**config.mk**
```make
export PLATFORM = sky130hd
export DESIGN_NAME = wav_header_parser_top
export DESIGN_NICKNAME = d
export VERILOG_FILES = /design/src/whp_pkg.sv /design/src/wav_header_parser_top.sv /design/src/whp_ctrl.sv /design/src/whp_datapath.sv
export SDC_FILE = /design/constraint.sdc
export NUM_CORES = 2
export LEC_CHECK = 0
export ABC_AREA = 1
export BUFFER_PORTS_ARGS = -buffer_cell sky130_fd_sc_hd__buf_2
export CELL_PAD_IN_SITES_DETAIL_PLACEMENT = 0
export CELL_PAD_IN_SITES_GLOBAL_PLACEMENT = 1
export CORE_ASPECT_RATIO = 1.4
export CORE_UTILIZATION = 40
export CTS_CLUSTER_SIZE = 25
export DETAILED_ROUTE_END_ITERATION = 10
export PLACE_DENSITY_LB_ADDON = 0.15
export SYNTH_ARGS = -nofsm -noshare
export SYNTH_HDL_FRONTEND = slang
export SYNTH_SLANG_ARGS = --single-unit
```
**constraint.sdc**
```tcl
create_clock -name clk -period 10.89 [get_ports clk]
set_input_delay 0.5445 -clock clk [delete_from_list [all_inputs] [get_ports clk]]
set_output_delay 0.5445 -clock clk [all_outputs]
set_load 0.01 [all_outputs]
```
**src/whp_pkg.sv**
```systemverilog
// Shared types and constants for the WAV header parser.
// No dependencies; imported by the controller, the datapath and the top level.
package whp_pkg;

  localparam int unsigned OFF_W    = 6;
  localparam int unsigned HDR_LEN  = 36;
  localparam int unsigned LAST_OFF = HDR_LEN - 1;
  localparam int unsigned OUT_W    = 200;

  // Magic words, lowest byte first as they appear in the file
  localparam logic [31:0] RIFF_WORD = 32'h4646_4952;  // "RIFF"
  localparam logic [31:0] WAVE_WORD = 32'h4556_4157;  // "WAVE"

  typedef enum logic [1:0] {
    STAT_OK    = 2'd0,
    STAT_MAGIC = 2'd1,
    STAT_RATE  = 2'd2
  } status_t;

  // Controller to datapath
  typedef struct packed {
    logic take_byte;
    logic mul_align;
    logic mul_rate;
    logic judge;
  } dp_cmd_t;

  // Datapath to controller
  typedef struct packed {
    logic hdr_done;
  } dp_stat_t;

endpackage

```
**src/wav_header_parser_top.sv**
```systemverilog
// Top level of the WAV header parser: controller plus datapath.
// Depends on whp_pkg, whp_ctrl and whp_datapath.
//
//  channel | dir | ports                         | word
//  in      | in  | in_tvalid/tready/tdata/tuser  | one file byte, tuser = start of file
//  out     | out | out_tvalid/tready/tdata       | full header fields and status
//
// One byte is taken per cycle. After the byte at offset 35 the input stalls through
// the check steps (channels x bits, then sample rate x that product on the 32x32
// multiplier, then the compare) and until the result word is taken.
// Bytes past offset 35 are taken and dropped. Reset is synchronous, active low,
// and returns the parser to offset zero.
module wav_header_parser_top
  import whp_pkg::*;
(
  input  logic             clk,
  input  logic             rst_n,
  input  logic             in_tvalid,
  output logic             in_tready,
  input  logic [7:0]       in_tdata,   // [7:0] data_byte
  input  logic             in_tuser,   // [0] start_of_file
  output logic             out_tvalid,
  input  logic             out_tready,
  output logic [OUT_W-1:0] out_tdata   // status, riff_size, fmt_size, audio_format,
                                       // channels, sample_rate, byte_rate,
                                       // block_align, bits_per_sample, zero pad
);

  dp_cmd_t     cmd;
  dp_stat_t    stat;
  logic [1:0]  status;
  logic [31:0] riff_size, fmt_size, sample_rate, byte_rate;
  logic [15:0] audio_format, channels, block_align, bits_per_sample;

  whp_ctrl u_ctrl (
    .clk        (clk),
    .rst_n      (rst_n),
    .in_tvalid  (in_tvalid),
    .out_tready (out_tready),
    .stat       (stat),
    .cmd        (cmd),
    .in_tready  (in_tready),
    .out_tvalid (out_tvalid)
  );

  whp_datapath u_dp (
    .clk             (clk),
    .rst_n           (rst_n),
    .cmd             (cmd),
    .data_byte       (in_tdata),
    .start_of_file   (in_tuser),
    .stat            (stat),
    .status          (status),
    .riff_size       (riff_size),
    .fmt_size        (fmt_size),
    .audio_format    (audio_format),
    .channels        (channels),
    .sample_rate     (sample_rate),
    .byte_rate       (byte_rate),
    .block_align     (block_align),
    .bits_per_sample (bits_per_sample)
  );

  assign out_tdata = {6'b0, bits_per_sample, block_align, byte_rate, sample_rate,
                      channels, audio_format, fmt_size, riff_size, status};

endmodule

```
**src/whp_ctrl.sv**
```systemverilog
// Sequencer for the WAV header parser: byte intake, check steps, result hand-off.
// Depends on whp_pkg.
module whp_ctrl
  import whp_pkg::*;
(
  input  logic     clk,
  input  logic     rst_n,
  input  logic     in_tvalid,
  input  logic     out_tready,
  input  dp_stat_t stat,
  output dp_cmd_t  cmd,
  output logic     in_tready,
  output logic     out_tvalid
);

  typedef enum logic [2:0] {
    ST_RUN,
    ST_MUL1,
    ST_MUL2,
    ST_CMP,
    ST_OUT
  } state_t;

  state_t state_r, state_nxt;
  logic   in_tready_r, in_tready_nxt;
  logic   out_tvalid_r, out_tvalid_nxt;

  always_comb begin
    state_nxt      = state_r;
    in_tready_nxt  = in_tready_r;
    out_tvalid_nxt = out_tvalid_r;
    case (state_r)
      ST_RUN: begin
        if (in_tvalid && in_tready_r && stat.hdr_done) begin
          state_nxt     = ST_MUL1;
          in_tready_nxt = 1'b0;
        end
      end
      ST_MUL1: state_nxt = ST_MUL2;
      ST_MUL2: state_nxt = ST_CMP;
      ST_CMP: begin
        state_nxt      = ST_OUT;
        out_tvalid_nxt = 1'b1;
      end
      ST_OUT: begin
        if (out_tready) begin
          state_nxt      = ST_RUN;
          out_tvalid_nxt = 1'b0;
          in_tready_nxt  = 1'b1;
        end
      end
      default: begin
        state_nxt      = ST_RUN;
        in_tready_nxt  = 1'b1;
        out_tvalid_nxt = 1'b0;
      end
    endcase
  end

  always_ff @(posedge clk) begin
    if (!rst_n) begin
      state_r      <= ST_RUN;
      in_tready_r  <= 1'b1;
      out_tvalid_r <= 1'b0;
    end else begin
      state_r      <= state_nxt;
      in_tready_r  <= in_tready_nxt;
      out_tvalid_r <= out_tvalid_nxt;
    end
  end

  assign cmd.take_byte = in_tvalid && in_tready_r;
  assign cmd.mul_align = (state_r == ST_MUL1);
  assign cmd.mul_rate  = (state_r == ST_MUL2);
  assign cmd.judge     = (state_r == ST_CMP);
  assign in_tready     = in_tready_r;
  assign out_tvalid    = out_tvalid_r;

endmodule

```
**src/whp_datapath.sv**
```systemverilog
// Datapath of the WAV header parser: offset counter, field assembly,
// magic check and the two-step product check. Depends on whp_pkg.
module whp_datapath
  import whp_pkg::*;
(
  input  logic         clk,
  input  logic         rst_n,
  input  dp_cmd_t      cmd,
  input  logic [7:0]   data_byte,
  input  logic         start_of_file,
  output dp_stat_t     stat,
  output logic [1:0]   status,
  output logic [31:0]  riff_size,
  output logic [31:0]  fmt_size,
  output logic [15:0]  audio_format,
  output logic [15:0]  channels,
  output logic [31:0]  sample_rate,
  output logic [31:0]  byte_rate,
  output logic [15:0]  block_align,
  output logic [15:0]  bits_per_sample
);

  logic [OFF_W-1:0] offset_r;
  logic [OFF_W-1:0] off;
  logic             magic_bad_r;
  logic [31:0]      riff_r, fmt_r, rate_r, brate_r;
  logic [15:0]      format_r, chan_r, align_r, bps_r;
  logic [31:0]      prod_a_r;
  logic [63:0]      prod_b_r;
  status_t          status_r;
  logic [7:0]       want_byte;
  logic             miss;

  assign off = start_of_file ? '0 : offset_r;

  always_comb begin
    if (off < OFF_W'(4)) begin
      want_byte = RIFF_WORD[{off[1:0], 3'b000} +: 8];
    end else begin
      want_byte = WAVE_WORD[{off[1:0], 3'b000} +: 8];
    end
  end
  assign miss = (data_byte != want_byte);

  assign stat.hdr_done = (off == OFF_W'(LAST_OFF));

  // Offset and magic flag are control state
  always_ff @(posedge clk) begin
    if (!rst_n) begin
      offset_r    <= '0;
      magic_bad_r <= 1'b0;
    end else if (cmd.take_byte) begin
      if (off < OFF_W'(HDR_LEN)) begin
        offset_r <= off + OFF_W'(1);
      end else begin
        offset_r <= off;
      end
      if (off == '0) begin
        magic_bad_r <= miss;
      end else if ((off < OFF_W'(4)) || ((off >= OFF_W'(8)) && (off < OFF_W'(12)))) begin
        magic_bad_r <= magic_bad_r | miss;
      end
    end
  end

  // Shift each little-endian field in, lowest byte first
  always_ff @(posedge clk) begin
    if (cmd.take_byte) begin
      if (off >= OFF_W'(4) && off < OFF_W'(8))   riff_r   <= {data_byte, riff_r[31:8]};
      if (off >= OFF_W'(16) && off < OFF_W'(20)) fmt_r    <= {data_byte, fmt_r[31:8]};
      if (off >= OFF_W'(20) && off < OFF_W'(22)) format_r <= {data_byte, format_r[15:8]};
      if (off >= OFF_W'(22) && off < OFF_W'(24)) chan_r   <= {data_byte, chan_r[15:8]};
      if (off >= OFF_W'(24) && off < OFF_W'(28)) rate_r   <= {data_byte, rate_r[31:8]};
      if (off >= OFF_W'(28) && off < OFF_W'(32)) brate_r  <= {data_byte, brate_r[31:8]};
      if (off >= OFF_W'(32) && off < OFF_W'(34)) align_r  <= {data_byte, align_r[15:8]};
      if (off >= OFF_W'(34) && off < OFF_W'(36)) bps_r    <= {data_byte, bps_r[15:8]};
    end
    if (cmd.mul_align) begin
      prod_a_r <= {16'b0, chan_r} * {16'b0, bps_r};
    end
    if (cmd.mul_rate) begin
      prod_b_r <= {32'b0, rate_r} * {32'b0, prod_a_r};
    end
    if (cmd.judge) begin
      if (magic_bad_r) begin
        status_r <= STAT_MAGIC;
      end else if ((prod_a_r[31:3] != {13'b0, align_r}) ||
                   (prod_b_r[63:3] != {29'b0, brate_r})) begin
        status_r <= STAT_RATE;
      end else begin
        status_r <= STAT_OK;
      end
    end
  end

  // Fields hold while the result waits: no byte is taken then
  assign status          = status_r;
  assign riff_size       = riff_r;
  assign fmt_size        = fmt_r;
  assign audio_format    = format_r;
  assign channels        = chan_r;
  assign sample_rate     = rate_r;
  assign byte_rate       = brate_r;
  assign block_align     = align_r;
  assign bits_per_sample = bps_r;

endmodule

```
==> results.txt <==
Max Root-Sink Buffers = 3
design area = 0.0592 mm2
Routed WL = 175000 um
RSZ-0062 raised after global routing = no
TritonCTS Buffers = 39
Post-synth EDFFs = 287
slew margin rel. = 7.03%
status = finished with violations
critical path class = reg2reg
clk slew on worst S/H paths = 60 ps
Post-CTS Setup Bufs = 0
CTS tree = done
H-tree levels = 2
Final period util = 73.7%
CORE AREA = 0.136 mm2
most common cell after layout, fill and taps aside = inv_1
startpoint types = flip-flop
Seq/Total Area, Yosys = 16.1%
Die W = 315 um
largest net degree at the start of global routing = 62
worst-skew pair later-pin latency = 630 ps
clock tree sinks = 299
Worst Clk Skew = 39.7 ps
Final Util = 43.5%
Max Clk Rate = 0.125 GHz
Via density = 4.79
via count = 40800
grt total ovfl = 0
top_reg_cell synth = edfxtp_1
Nets = 8180
Async S/R FF share, synth = 0%
IO buf count = 208
syn avg cell area = 8.26 um2
IO Pins = 215
Synth Warn # = 0
Distinct cells, synth = 44
WL/cell = 20.5 um
crit path cell chain = buf_4 > nand2_1 > fa_1 > inv_1 > fa_1 > inv_1 > fa_1 > inv_1 > fa_1 > fa_1 > fa_1 > fa_1 > fa_1 > ha_1 > nand2_1 > inv_1 > a21oi_1 > o21ai_0 > a21oi_1 > nand2_1 > nand2_1 > nand2_1 > nand2_1 > nand2_1
Slew Limit Fails = 0
slowest CP cell = edfxtp_1
FF-to-FF setup slack = 2860 ps
violated checks = DRC
Most Frequent Cell on Critical Path = fa_1
clock root cell = clkbuf_16
Synth Instances = 6657
share of layout cells above drive strength 1 = 6.78%
CTS resizes = 0
Least-Margin Pin Slew = 1390 ps
Final GP Congestion = 0.936
Cell Rows = 160
Yosys reg bits = 299
drt initial violations = 1971
DRT antenna net count = 0
Multi-input gate area = 0.0373 mm2
register area = 0.00886 mm2
final setup fails = 0
hold crit path type = in2reg
DIE AREA = 0.139 mm2
WP data arrival = 8360 ps
hpwl dp = 139000 um
Cell Area, Placed = 0.0579 mm2
Worst EP required = 11220 ps
area growth from synthesis to layout = 7.59%
Die H = 441 um
Final Hold Violating Endpoints = 0
Initial Util = 40.4%
vias in the first global route = 45000
initial antenna violation count = 7
CP peak stage delay = 1000 ps
crit path max fanout = 17
commonest non-fill, non-tap cells in the layout = inv_1, nand2_1, fa_1
GRT Overall Usage = 26.1%
Fillers = 13900
drt first pass iters = 10
post-route minimum period = 8030 ps
CTS Hold Bufs = 0
first-pass GRT wire length = 271000 um
DRC viols = 4
max_cap viols = 0
Synth Cell Area = 0.0550 mm2
setup TNS = 0 ps
endpoint class of the critical path = flip-flop
-- metrics by stage --
step | hold WS, ps | setup WS (ps) | cells
2_1_floorplan | 431 | 4470 | 6662
3_3_place_gp | 425 | 2960 | 8451
3_5_place_dp | 426 | 2920 | 8451
4_1_cts | 191 | 2820 | 8520
5_1_grt | 216 | 2670 | 8521
6_report | 221 | 2860 | 8523
-- cell usage after synthesis (3+ instances only) --
master    count  area share [%]
a211oi_1      3           0.041
a21o_1        3           0.041
a21oi_1     107            0.97
a21oi_2       5           0.080
a31oi_1       4           0.045
buf_1         5           0.034
buf_4         6           0.082
clkbuf_1    281             1.9
dfxtp_1      12            0.44
edfxtp_1    287              16
fa_1       1090              40
ha_1        367             8.3
inv_1      2061              14
inv_2        19            0.13
nand2_1    1821              12
nand2_2      31            0.35
nand3_1      86            0.78
nand3_2       5           0.091
nand3b_1      6           0.082
nand4_1      29            0.33
nor2_1      172             1.2
nor2_2       25            0.28
nor2_4        4           0.082
nor3_1       25            0.23
nor3_2        3           0.055
nor4_1       11            0.13
o21a_1        5           0.068
o21ai_0      58            0.53
o21ai_1      10           0.091
o21bai_1     12            0.16
o22ai_1      10            0.11
xnor2_1      24            0.38
xor2_1       53            0.84
-- cells by family after synthesis --
kind of cell | synth area share [%]
buf+inv | 16.2
simple gates | 16.1
fa+ha+maj | 48.0
flops | 16.1
compound gates | 2.25
xor+xnor | 1.23
other cells | 0.00682
-- worst max-delay path, delay by kind of cell (launching register included) --
family,cells,cell delay [ps]
compound gates,3,820
fa+ha+maj,9,4470
buf+inv,5,660
flops,1,1000
simple gates,7,770
-- state kept, by name, indices dropped and copies added, names as in the netlist --
| name | count |
|---|---|
| u_dp.prod_b_r | 61 |
| u_dp.byte_rate | 32 |
| u_dp.fmt_size | 32 |
| u_dp.prod_a_r | 32 |
| u_dp.riff_size | 32 |
| u_dp.sample_rate | 32 |
| u_dp.audio_format | 16 |
| u_dp.bits_per_sample | 16 |
| u_dp.block_align | 16 |
| u_dp.channels | 16 |
| u_dp.offset_r | 6 |
| u_ctrl.state_r | 3 |
| u_dp.status | 2 |
| u_ctrl.in_tready | 1 |
| u_ctrl.out_tvalid | 1 |
| u_dp.magic_bad_r | 1 |
-- metal layers --
metal | part of all wire (%) | GRT usage, %
met5 | 0.0074 | 0
met4 | 3.1 | 8.22
met3 | 4.1 | 2.69
met2 | 55 | 49.9
met1 | 38 | 30.0
-- area by class of cell --
type | instances | area share (%)
diodes | 3 | 0.0127
clock buffers | 45 | 1.69
clock inverters | 24 | 0.459
inverters | 2082 | 13.2
multi-input cells | 3989 | 63.0
flip-flops and latches | 299 | 15.0
well taps | 1782 | 3.77
repair buffers | 299 | 2.91
-- final timing paths --
path                                  from                             end  depth (start not counted)
max          u_dp.sample_rate[6]$_DFFE_PP_     u_dp.prod_b_r[47]$_DFFE_PP_                         24
min                                  rst_n  u_ctrl.state_r[1]$_SDFFE_PN0P_                          3
max reg2reg  u_dp.sample_rate[6]$_DFFE_PP_     u_dp.prod_b_r[47]$_DFFE_PP_                         24
min reg2reg   u_dp.riff_size[30]$_DFFE_PP_    u_dp.riff_size[22]$_DFFE_PP_                          0
Power is left out: the tool's default activity adds up to more than one toggle a clock period on the data nets, which glitch-free logic cannot reach.
